**src/cbaf_ram.sv**
```systemverilog
// Generic single-port-write, single-port-read RAM with registered read data.
// No dependencies.
module cbaf_ram #(
    parameter int WIDTH = 8,
    parameter int DEPTH = 4
) (
    input  logic                                    clk,
    input  logic                                    we,
    input  logic [(DEPTH > 1 ? $clog2(DEPTH) : 1)-1:0] waddr,
    input  logic [WIDTH-1:0]                        wdata,
    input  logic [(DEPTH > 1 ? $clog2(DEPTH) : 1)-1:0] raddr,
    output logic [WIDTH-1:0]                        rdata
);

    logic [WIDTH-1:0] mem [DEPTH];

    always_ff @(posedge clk)
    begin
        if (we)
        begin
            mem[waddr] <= wdata;
        end
        rdata <= mem[raddr];
    end

endmodule

```
**config.mk**
```make
export PLATFORM = sky130hd
export DESIGN_NAME = cbaf_ram
export DESIGN_NICKNAME = d
export VERILOG_FILES = /design/src/cbaf_ram.sv
export SDC_FILE = /design/constraint.sdc
export NUM_CORES = 1
export LEC_CHECK = 0
export ABC_AREA = 0
export BUFFER_PORTS_ARGS = -buffer_cell sky130_fd_sc_hd__buf_2
export CAP_MARGIN = 20
export CELL_PAD_IN_SITES_DETAIL_PLACEMENT = 1
export CELL_PAD_IN_SITES_GLOBAL_PLACEMENT = 2
export CORE_MARGIN = 2
export CORE_UTILIZATION = 47
export CTS_BUF_LIST = sky130_fd_sc_hd__clkbuf_8
export DETAILED_ROUTE_END_ITERATION = 12
export GPL_ROUTABILITY_DRIVEN = 0
export PLACE_DENSITY_LB_ADDON = 0.3
export SETUP_SLACK_MARGIN = 0.15
export SLEW_MARGIN = 0
export SYNTH_ARGS = -nofsm -noshare
export SYNTH_HDL_FRONTEND = slang
export SYNTH_SLANG_ARGS = --single-unit
```
**constraint.sdc**
```tcl
create_clock -name clk -period 1.7 [get_ports clk]
set_input_delay 0.085 -clock clk [delete_from_list [all_inputs] [get_ports clk]]
set_output_delay 0.085 -clock clk [all_outputs]
set_load 0.005 [all_outputs]
```
==> impl_metrics.yaml, run 1 <==
timing:
  timing.fmax_mhz: 1030
  maxSlewHeadroom_pct: 69.2
  period_needed_ns: 0.966
  post-route-period-util_pct: 56.9
  grt_setup_unrepaired: "false"
  setup_tns_ns: 0
  fin_skew_ns: 0.00364
  hold_viol_final: 0
  finalSetupViolCount: 0
  slew_viol_final: 0
  timing.final.ws_setup_ns: 0.734
  tightestPinTransition_ns: 0.462
worst_setup_path:
  critical-path-top-delay-family: "multiplexers"
  worstSetupStartpointType: "register"
  r2r-start: "mem[2][2]"
  crit_path_end_kind: "register"
  cpPeakStageDelay_ns: 0.47
  rr_endpoint: "rdata[2]"
  crit_slowest_cell: "mux4_2"
  criticalPathCategory: "reg -> reg"
  path_buf_inv: 0
  required_ns: 1.86
  worstPathMaxFanout: 1
  arrival_ns: 1.13
  r2r_slack_ns: 0.73
  path_cells: "mux4_2"
  r2r_cells: 1
grt:
  grt_pass1_wl_um: 3380
  first_global_vias: 689
  grt_max_degree: 14
  antenna_found_initial: 0
  track_usage_pct: 14.9
  overflow: 0
final_layout:
  drive_gt1_share_pct: 46.3
  fin_nets: 95
  n_fill_cell: 239
  antenna_cells: 0
  final_cell_area_sq_um: 1600
  regArea_sq_um: 1120
  area_growth_pct: 18.3
  multi_input_area_sq_um: 211
power_and_ir_drop:
  powerDensity_nw_per_um2: 1240
  power.leakage_nw: 0.575
  totalPowerFinal_mw: 1.99
  ir_drop_uv: 877
floorplanning:
  die-area_sq_um: 3310
  dieHeight_um: 57.6
  die_w_um: 57.6
  rows: 19
  io_pins: 22
  start_util_pct: 49.3
  core_area_sq_um: 2730
clock_tree:
  cts.sinks: 40
  path_clk_slew_ns: 0.08
  cts-resized-gates: 0
  cts_buffers: 5
  post-cts-setup-buffers: 0
  h-tree-depth: 2
  tritoncts: "yes"
  hold_buffers: 0
  clock_latency_ns: 0.28
  cts_root_buf: "clkbuf_8"
  clockBufferDepth: 2
yosys:
  synth.most_common_cell: "edfxtp_1"
  netlist.area_leader.share_pct: 71.2
  yosysWarnings: 0
  async_reset_ff_share_pct: 0
  syn-instance-count: 54
  syn-num-nets: 68
  netlist_top_cells_area: "edfxtp_1 71%, mux4_2 13%, dfxtp_1 12%"
  synth_edf_count: 32
  synth_commonest_cells: "32 x edfxtp_1, 8 x dfxtp_1, 8 x mux4_2, 2 x and3b_1"
  synth.avg_cell_area_sq_um: 25.0
  ys_dominant_reg_cell: "edfxtp_1"
  syn-cell-area_sq_um: 1350
  ys_ff_latch: 40
  synth_top_area_cell: "edfxtp_1"
  synth_seq_area_share_pct: 83.1
  synthDistinctLibCells: 8
detailed_routing:
  drc: 0
  num_vias: 615
  wl_per_cell_um: 18.6
  dr.pass1.iters: 4
  drt_iter0_markers: 15
  vias_per_cell: 5.44
  wirelength_um: 2100
  ant_nets: 0
placement:
  portBuffers: 21
  place_area_sq_um: 1480
  dp_slack_ns: 0.632
min_path:
  whs_path_depth: 1
  hold_path_startpoint: "wdata[1]"
  holdCritPathClass: "in -> reg"
  hold-path-endpoint: "mem[3][1]"
status:
  status: "completed"
run:
  cap_violations: 0
==> report_power, final <==
group / internal, mW / switching [mW]
logic: 0.0539 / 0.0492
registers: 1.11 / 0.0123
clock network: 0.434 / 0.321
==> final cells by class <==
cell class	count	share of cell area, %
tap	31	2.43
clock inverter	3	2.67
sequential	40	70.3
multi-input combinational	12	13.3
clock buffer	5	4.31
timing repair buffer	22	7.06
==> sequential cells by signal, indices dropped and copies added, names as in the netlist <==
register / cells
mem: 32
rdata: 8
==> routing by layer <==
| layer | part of all wire [%] | track usage (%) | routed length (um) | vias to the layer above |
|---|---|---|---|---|
| met5 | 0 | 0 | 0 | - |
| met4 | 2.1 | 6.98 | 44 | 0 |
| met3 | 4.6 | 4.76 | 96 | 5 |
| met2 | 50 | 24.4 | 1040 | 19 |
| met1 | 43 | 18.0 | 913 | 315 |
| li1 | - | - | - | 276 |
==> layout by cell type (no fill, tap or decap) <==
cell	count
and3_1	1
bufinv_16	1
buf_4	1
and3b_1	2
mux4_2	8
dfxtp_1	8
clkinvlp_4	1
clkbuf_8	5
clkinv_2	1
nor3b_1	1
buf_2	21
edfxtp_1	32
==> logic make-up (layout without fill, tap and decap cells) <==
group | after synthesis | count (layout) | share of synthesized area (%)
buf+inv | 2 | 30 | 1.21
flops | 40 | 40 | 83.1
simple gates | 4 | 4 | 2.32
mux | 8 | 8 | 13.4
==> through the flow <==
stage	std cells	util (%)	hold WS [ns]
after floorplan	54	-	0.184
after global placement	105	54.3	0.299
after detailed placement	105	54.3	0.306
after CTS	113	58.4	0.00485
after global routing	113	58.4	0.00626
final	113	58.4	0.00922
==> how the worst max path moves through the flow <==
stage	startpoint	endpoint	cells past startpoint
after floorplan	waddr[0]	mem[0][0]	1
after global placement	raddr[0]	rdata[1]	2
after global routing	mem[2][2]	rdata[2]	1
after detailed placement	raddr[0]	rdata[2]	2
after CTS	mem[3][6]	rdata[6]	1
final	mem[2][2]	rdata[2]	1
(Power assumes the default switching activity.)
==> inputs of run 2 (changes only) <==
--- a/config.mk
+++ b/config.mk
@@ -5,13 +5,13 @@
 export SDC_FILE = /design/constraint.sdc
 export NUM_CORES = 1
 export LEC_CHECK = 0
-export ABC_AREA = 0
+export ABC_AREA = 1
 export BUFFER_PORTS_ARGS = -buffer_cell sky130_fd_sc_hd__buf_2
 export CAP_MARGIN = 20
 export CELL_PAD_IN_SITES_DETAIL_PLACEMENT = 1
 export CELL_PAD_IN_SITES_GLOBAL_PLACEMENT = 2
 export CORE_MARGIN = 2
-export CORE_UTILIZATION = 47
+export CORE_UTILIZATION = 38
 export CTS_BUF_LIST = sky130_fd_sc_hd__clkbuf_8
 export DETAILED_ROUTE_END_ITERATION = 12
 export GPL_ROUTABILITY_DRIVEN = 0
==> constraint.sdc (replaced) <==
create_clock -name clk -period 1 [get_ports clk]
set_input_delay 0.05 -clock clk [delete_from_list [all_inputs] [get_ports clk]]
set_output_delay 0.05 -clock clk [all_outputs]
set_load 0.005 [all_outputs]
==> run 2 against run 1 <==
  * Area after synthesis grew 15%
  * Sequential share of layout area shrank 11 points
  * Non-clock buffer count grew 9
  * Flip-flop and latch count unchanged
  * Global-route usage grew 1.8 points
  * Combinational power grew to 2.7 times the previous value
  * Power is 60% higher
  * Clock skew increased by 0.0028 ns
  * Sequential power is 70% higher
  * Via count is 70% higher
  * Worst setup slack got worse by 0.49 ns
  * Critical path type is now reg -> out
  * Critical endpoint is now rdata[2]
  * Largest power group unchanged
  * Highest routed layer unchanged
==> impl_metrics.yaml, run 2 <==
yosys:
  synth_seq_area_share_pct: 72.4
  synthDistinctLibCells: 10
  syn-cell-area_sq_um: 1550
  async_reset_ff_share_pct: 0
  synth_edf_count: 32
  syn-num-nets: 155
  netlist_top_cells_area: "edfxtp_1 62%, dfxtp_1 10%, nand2_1 9.7%"
  yosysWarnings: 0
  netlist.area_leader.share_pct: 62.1
  ys_ff_latch: 40
  ys_dominant_reg_cell: "edfxtp_1"
  synth_top_area_cell: "edfxtp_1"
  synth.avg_cell_area_sq_um: 11.0
  synth.most_common_cell: "nand2_1"
  syn-instance-count: 141
  synth_commonest_cells: "40 x nand2_1, 36 x inv_1, 32 x edfxtp_1, 16 x nand3_1, 8 x dfxtp_1"
final_layout:
  mostFrequentLayoutCells: "40 x nand2_1, 38 x inv_1, 32 x edfxtp_1"
  multi_input_area_sq_um: 270
  drive_gt1_share_pct: 21.0
  top_register: "mem"
  n_fill_cell: 463
  area_growth_pct: 21.3
  antenna_cells: 0
  reg_top3: "mem (32), rdata (8)"
  regArea_sq_um: 1120
  fin_nets: 189
  largest_register_ffs: 32
  layout_commonest_cell: "nand2_1"
clock_tree:
  clock_latency_ns: 0.29
  cts.sinks: 40
  tritoncts: "yes"
  cts-resized-gates: 0
  path_clk_slew_ns: 0.08
  cts_root_buf: "clkbuf_8"
  h-tree-depth: 2
  cts_buffers: 5
  clockBufferDepth: 2
worst_setup_path:
  arrival_ns: 0.71
  critical-path-top-delay-family: "flip-flops"
  required_ns: 0.95
  crit_slowest_cell: "dfxtp_1"
  crit_path_end_kind: "primary output"
  worstPathMaxFanout: 1
  path_cells: "buf_2"
  cpPeakStageDelay_ns: 0.31
  path_buf_inv: 1
  worstSetupStartpointType: "register"
  criticalPathCategory: "reg -> out"
timing:
  finalSetupViolCount: 0
  tightestPinTransition_ns: 0.335
  setup_tns_ns: 0
  period_needed_ns: 0.760
  slew_viol_final: 0
  fin_skew_ns: 0.00643
  post-route-period-util_pct: 76.0
  hold_viol_final: 0
  timing.fmax_mhz: 1320
  whs_ns: 0.00301
  grt_setup_unrepaired: "false"
  maxSlewHeadroom_pct: 77.7
placement:
  place_hpwl_um: 2330
  portBuffers: 21
power_and_ir_drop:
  powerDensity_nw_per_um2: 1690
  swShare_pct: 22.4
  p_sw_mw: 0.711
  p_seq_share_pct: 60.2
  power.leakage_nw: 0.885
  share_comb_of_total_power_pct: 8.6
  ir_drop_uv: 759
  p_clk_share_pct: 31.2
  power.internal_mw: 2.47
grt:
  grt_pass1_wl_um: 5200
  grt_max_degree: 17
  first_global_vias: 1058
  antenna_found_initial: 0
  overflow: 0
  track_usage_pct: 16.7
detailed_routing:
  vias_per_cell: 4.62
  drc: 0
  ant_nets: 0
  wl_per_cell_um: 14.7
  num_vias: 1043
  dr.pass1.iters: 4
  drt_iter0_markers: 31
  wirelength_um: 3320
floorplanning:
  die-area_sq_um: 4600
  io_pins: 22
  start_util_pct: 39.0
  dieHeight_um: 67.8
  core_area_sq_um: 3970
  die_w_um: 67.8
  rows: 23
status:
  status: "completed"
min_path:
  holdCritPathClass: "in -> reg"
run:
  cap_violations: 0
==> run 2: cell count changes after synthesis <==
cell	previous run	this run
and3_1	1	0
and3b_1	2	0
buf_2	0	1
buf_4	0	1
buf_6	1	2
clkbuf_2	1	0
inv_1	0	36
inv_4	0	1
mux4_2	8	0
nand2_1	0	40
nand3_1	0	16
nor3_1	0	4
nor3b_1	1	0
==> run 2: path summary, 6_finish.rpt <==
check / cells past startpoint / slack (ns) / end / startpoint
worst max-delay path: 1 / 0.24 / rdata[2] / rdata[2]
worst min-delay path: 1 / 0.003 / mem[2][4] / wdata[4]
worst max register to register: 4 / 0.25 / rdata[6] / mem[3][6]
worst min register to register: 4 / 0.54 / rdata[3] / mem[0][3]
==> run 2: what timing repair did <==
action | CTS | global route
hold buffers | 4 | 0
setup buffers | 0 | 0
endpoints found under the hold margin | 13 | 0
==> run 2: power by group through the flow <==
| stage | clock network [mW] | registers, mW | logic (mW) |
|---|---|---|---|
| finish | 0.991 | 1.92 | 0.275 |
| global route | 1.08 | 1.93 | 0.310 |
| CTS | 1.02 | 1.92 | 0.283 |
| detailed placement | 0 | 1.95 | 0.269 |
| global placement | 0 | 1.95 | 0.248 |
| floorplan | 0 | 1.96 | 0.133 |
==> run 2: cells by family after synthesis <==
family | synth area share (%)
AND/OR/NAND/NOR | 16.2
flip-flops | 72.4
buffers and inverters | 11.4
==> run 2: per-stage QoR <==
step                      setup slack [ns]  cells  total power, mW  utilization [%]  cell area (sq um)
after CTS                            0.224    226             3.22             47.3               1880
after floorplan                      0.112    141             2.09                -               1570
final                                0.240    226             3.18             47.3               1880
after detailed placement            0.0607    214             2.22             44.3               1760
after global placement               0.127    214             2.20             44.3               1760
after global routing                 0.169    226             3.32             47.3               1880
==> run 2: cell type report <==
cell class              count  area share (%)
clock buffers               5            3.66
clock inverters             3           0.600
inverters                  37            7.53
multi-input cells          60            14.4
flip-flops and latches     40            59.7
well taps                  50            3.33
repair buffers             31            10.8
==> run 2: routing by layer <==
metal | vias to the layer above | track usage (%) | wire length, um
met2 | 21 | 27.9 | 1770
met1 | 513 | 20.5 | 1360
li1 | 504 | - | -
met3 | 5 | 3.95 | 148
met4 | 0 | 7.50 | 38
met5 | - | 0 | 0
==> inputs of run 3 (changes only) <==
==> constraint.sdc (replaced) <==
create_clock -name clk -period 0.8 [get_ports clk]
set_input_delay 0.04 -clock clk [delete_from_list [all_inputs] [get_ports clk]]
set_output_delay 0.04 -clock clk [all_outputs]
set_load 0.005 [all_outputs]
==> run 3 against run 2 <==
  * The flow now finishes with violations (negative hold slack)
  * Wire length fell by 1.4%
  * Core utilization rose by 2.0 points
  * Clock skew fell by 0.0023 ns
  * Sequential power rose by 26%
  * Via count fell by 0.86%
  * Die area did not move
==> impl_metrics.yaml, run 3 (same netlist as run 2, synthesis figures left out) <==
worst_setup_path:
  r2r_slack_ns: 0.04
  worstPathMaxFanout: 1
  crit_path_end_kind: "register"
  rr_endpoint: "rdata[2]"
  r2r-start: "mem[2][2]"
  worstSetupStartpointType: "register"
  required_ns: 0.98
  arrival_ns: 0.94
  criticalPathCategory: "reg -> reg"
  r2r_cells: 4
clock_tree:
  clockBufferDepth: 2
  cts_buffers: 5
  clock_latency_ns: 0.28
  tritoncts: "yes"
  cts_root_buf: "clkbuf_8"
  h-tree-depth: 2
  path_clk_slew_ns: 0.08
  cts.sinks: 40
floorplanning:
  core_area_sq_um: 3970
  rows: 23
  io_pins: 22
  dieHeight_um: 67.8
  start_util_pct: 39.0
  die-area_sq_um: 4600
  die_w_um: 67.8
status:
  violations: "negative hold slack"
  status: "complete, but fails checks"
timing:
  timing.fmax_mhz: 1320
  post-route-period-util_pct: 94.5
  maxSlewHeadroom_pct: 77.0
  hold_viol_final: 16
  grt_setup_unrepaired: "true"
  tightestPinTransition_ns: 0.344
  period_needed_ns: 0.756
  whs_ns: -0.0202
  fin_skew_ns: 0.00410
  finalSetupViolCount: 0
  timing.final.ws_setup_ns: 0.0442
  slew_viol_final: 0
grt:
  grt_max_degree: 17
  overflow: 0
  first_global_vias: 1074
  track_usage_pct: 16.3
  antenna_found_initial: 0
  grt_pass1_wl_um: 5160
power_and_ir_drop:
  p_seq_share_pct: 59.5
  swShare_pct: 22.7
  ir_drop_uv: 1060
  p_sw_mw: 0.920
  power.leakage_nw: 0.906
  p_clk_share_pct: 31.0
  powerDensity_nw_per_um2: 2070
  totalPowerFinal_mw: 4.05
  share_comb_of_total_power_pct: 9.5
  power.internal_mw: 3.13
detailed_routing:
  wl_per_cell_um: 14.6
  wirelength_um: 3280
  vias_per_cell: 4.60
  dr.pass1.iters: 4
  drc: 0
  drt_iter0_markers: 38
  ant_nets: 0
  num_vias: 1034
final_layout:
  antenna_cells: 0
  final_cell_area_sq_um: 1960
  reg_top3: "mem (32), rdata (8)"
  area_growth_pct: 26.4
  fin_nets: 188
  top_register: "mem"
  mostFrequentLayoutCells: "40 x nand2_1, 35 x inv_1, 32 x edfxtp_1"
  layout_commonest_cell: "nand2_1"
  drive_gt1_share_pct: 29.1
  largest_register_ffs: 32
min_path:
  holdCritPathClass: "in -> reg"
  hold_path_startpoint: "wdata[7]"
  hold-path-endpoint: "mem[1][7]"
  whs_path_depth: 1
run:
  cap_violations: 0
placement:
  place_hpwl_um: 2460
  place_area_sq_um: 1820
  dp_slack_ns: -0.179
  portBuffers: 21
run 3: worst max path at each step:
stage	start	end	slack (ns)	depth (start not counted)
5_1_grt	mem[1][3]	rdata[3]	-0.02	4
6_report	mem[2][2]	rdata[2]	0.04	4
4_1_cts	rdata[7]	rdata[7]	0.04	1
3_5_place_dp	waddr[0]	mem[3][5]	-0.18	4
3_3_place_gp	waddr[0]	mem[3][6]	-0.15	4
2_1_floorplan	we	mem[3][0]	0.009	2
run 3: layout make-up:
| type | count | area, sq um |
|---|---|---|
| Clock inverter | 3 | 15.0 |
| Clock buffer | 5 | 68.8 |
| Multi-Input combinational cell | 60 | 315 |
| Inverter | 37 | 141 |
| Fill cell | 432 | 2020 |
| Tap cell | 50 | 62.6 |
| Sequential cell | 40 | 1130 |
| Timing Repair Buffer | 30 | 226 |
run 3: routing by layer:
| metal | GRT usage, % | up-vias | routed length (um) |
|---|---|---|---|
| met2 | 26.2 | 21 | 1640 |
| met4 | 7.50 | 0 | 28 |
| met5 | 0 | - | 0 |
| met3 | 3.45 | 2 | 109 |
| met1 | 21.1 | 506 | 1500 |
| li1 | - | 505 | - |
run 3: timing repair:
item                                   in CTS  in global routing
setup endpoints to repair                  36                 27
endpoints found under the hold margin      24                 20
buffers inserted                            0                  0
gates resized for setup                     2                 14
pin swaps                                  14                  7
run 3: power groups by stage:
stage	clock network, mW	registers [mW]	logic [mW]
2_1_floorplan	0	2.45	0.177
3_3_place_gp	0	2.45	0.341
3_5_place_dp	0	2.45	0.358
4_1_cts	1.31	2.40	0.361
5_1_grt	1.39	2.42	0.430
6_report	1.26	2.41	0.383
run 3: through the flow:
stage | instances | utilization, % | hold WS, ns | TNS (ns)
after global routing | 225 | 49.2 | -0.0252 | -0.0314
after CTS | 225 | 47.9 | -0.0244 | 0
after global placement | 217 | 45.8 | 0.274 | -3.84
final | 225 | 49.2 | -0.0202 | 0
after detailed placement | 217 | 45.8 | 0.275 | -5.08
after floorplan | 141 | - | 0.139 | 0
run 3: critical path: stages, from the launching register on:
cell and delay [ns]:
edfxtp_1 0.42, inv_1 0.07, nand2_1 0.05, nand3_1 0.07
nand2_1 0.05
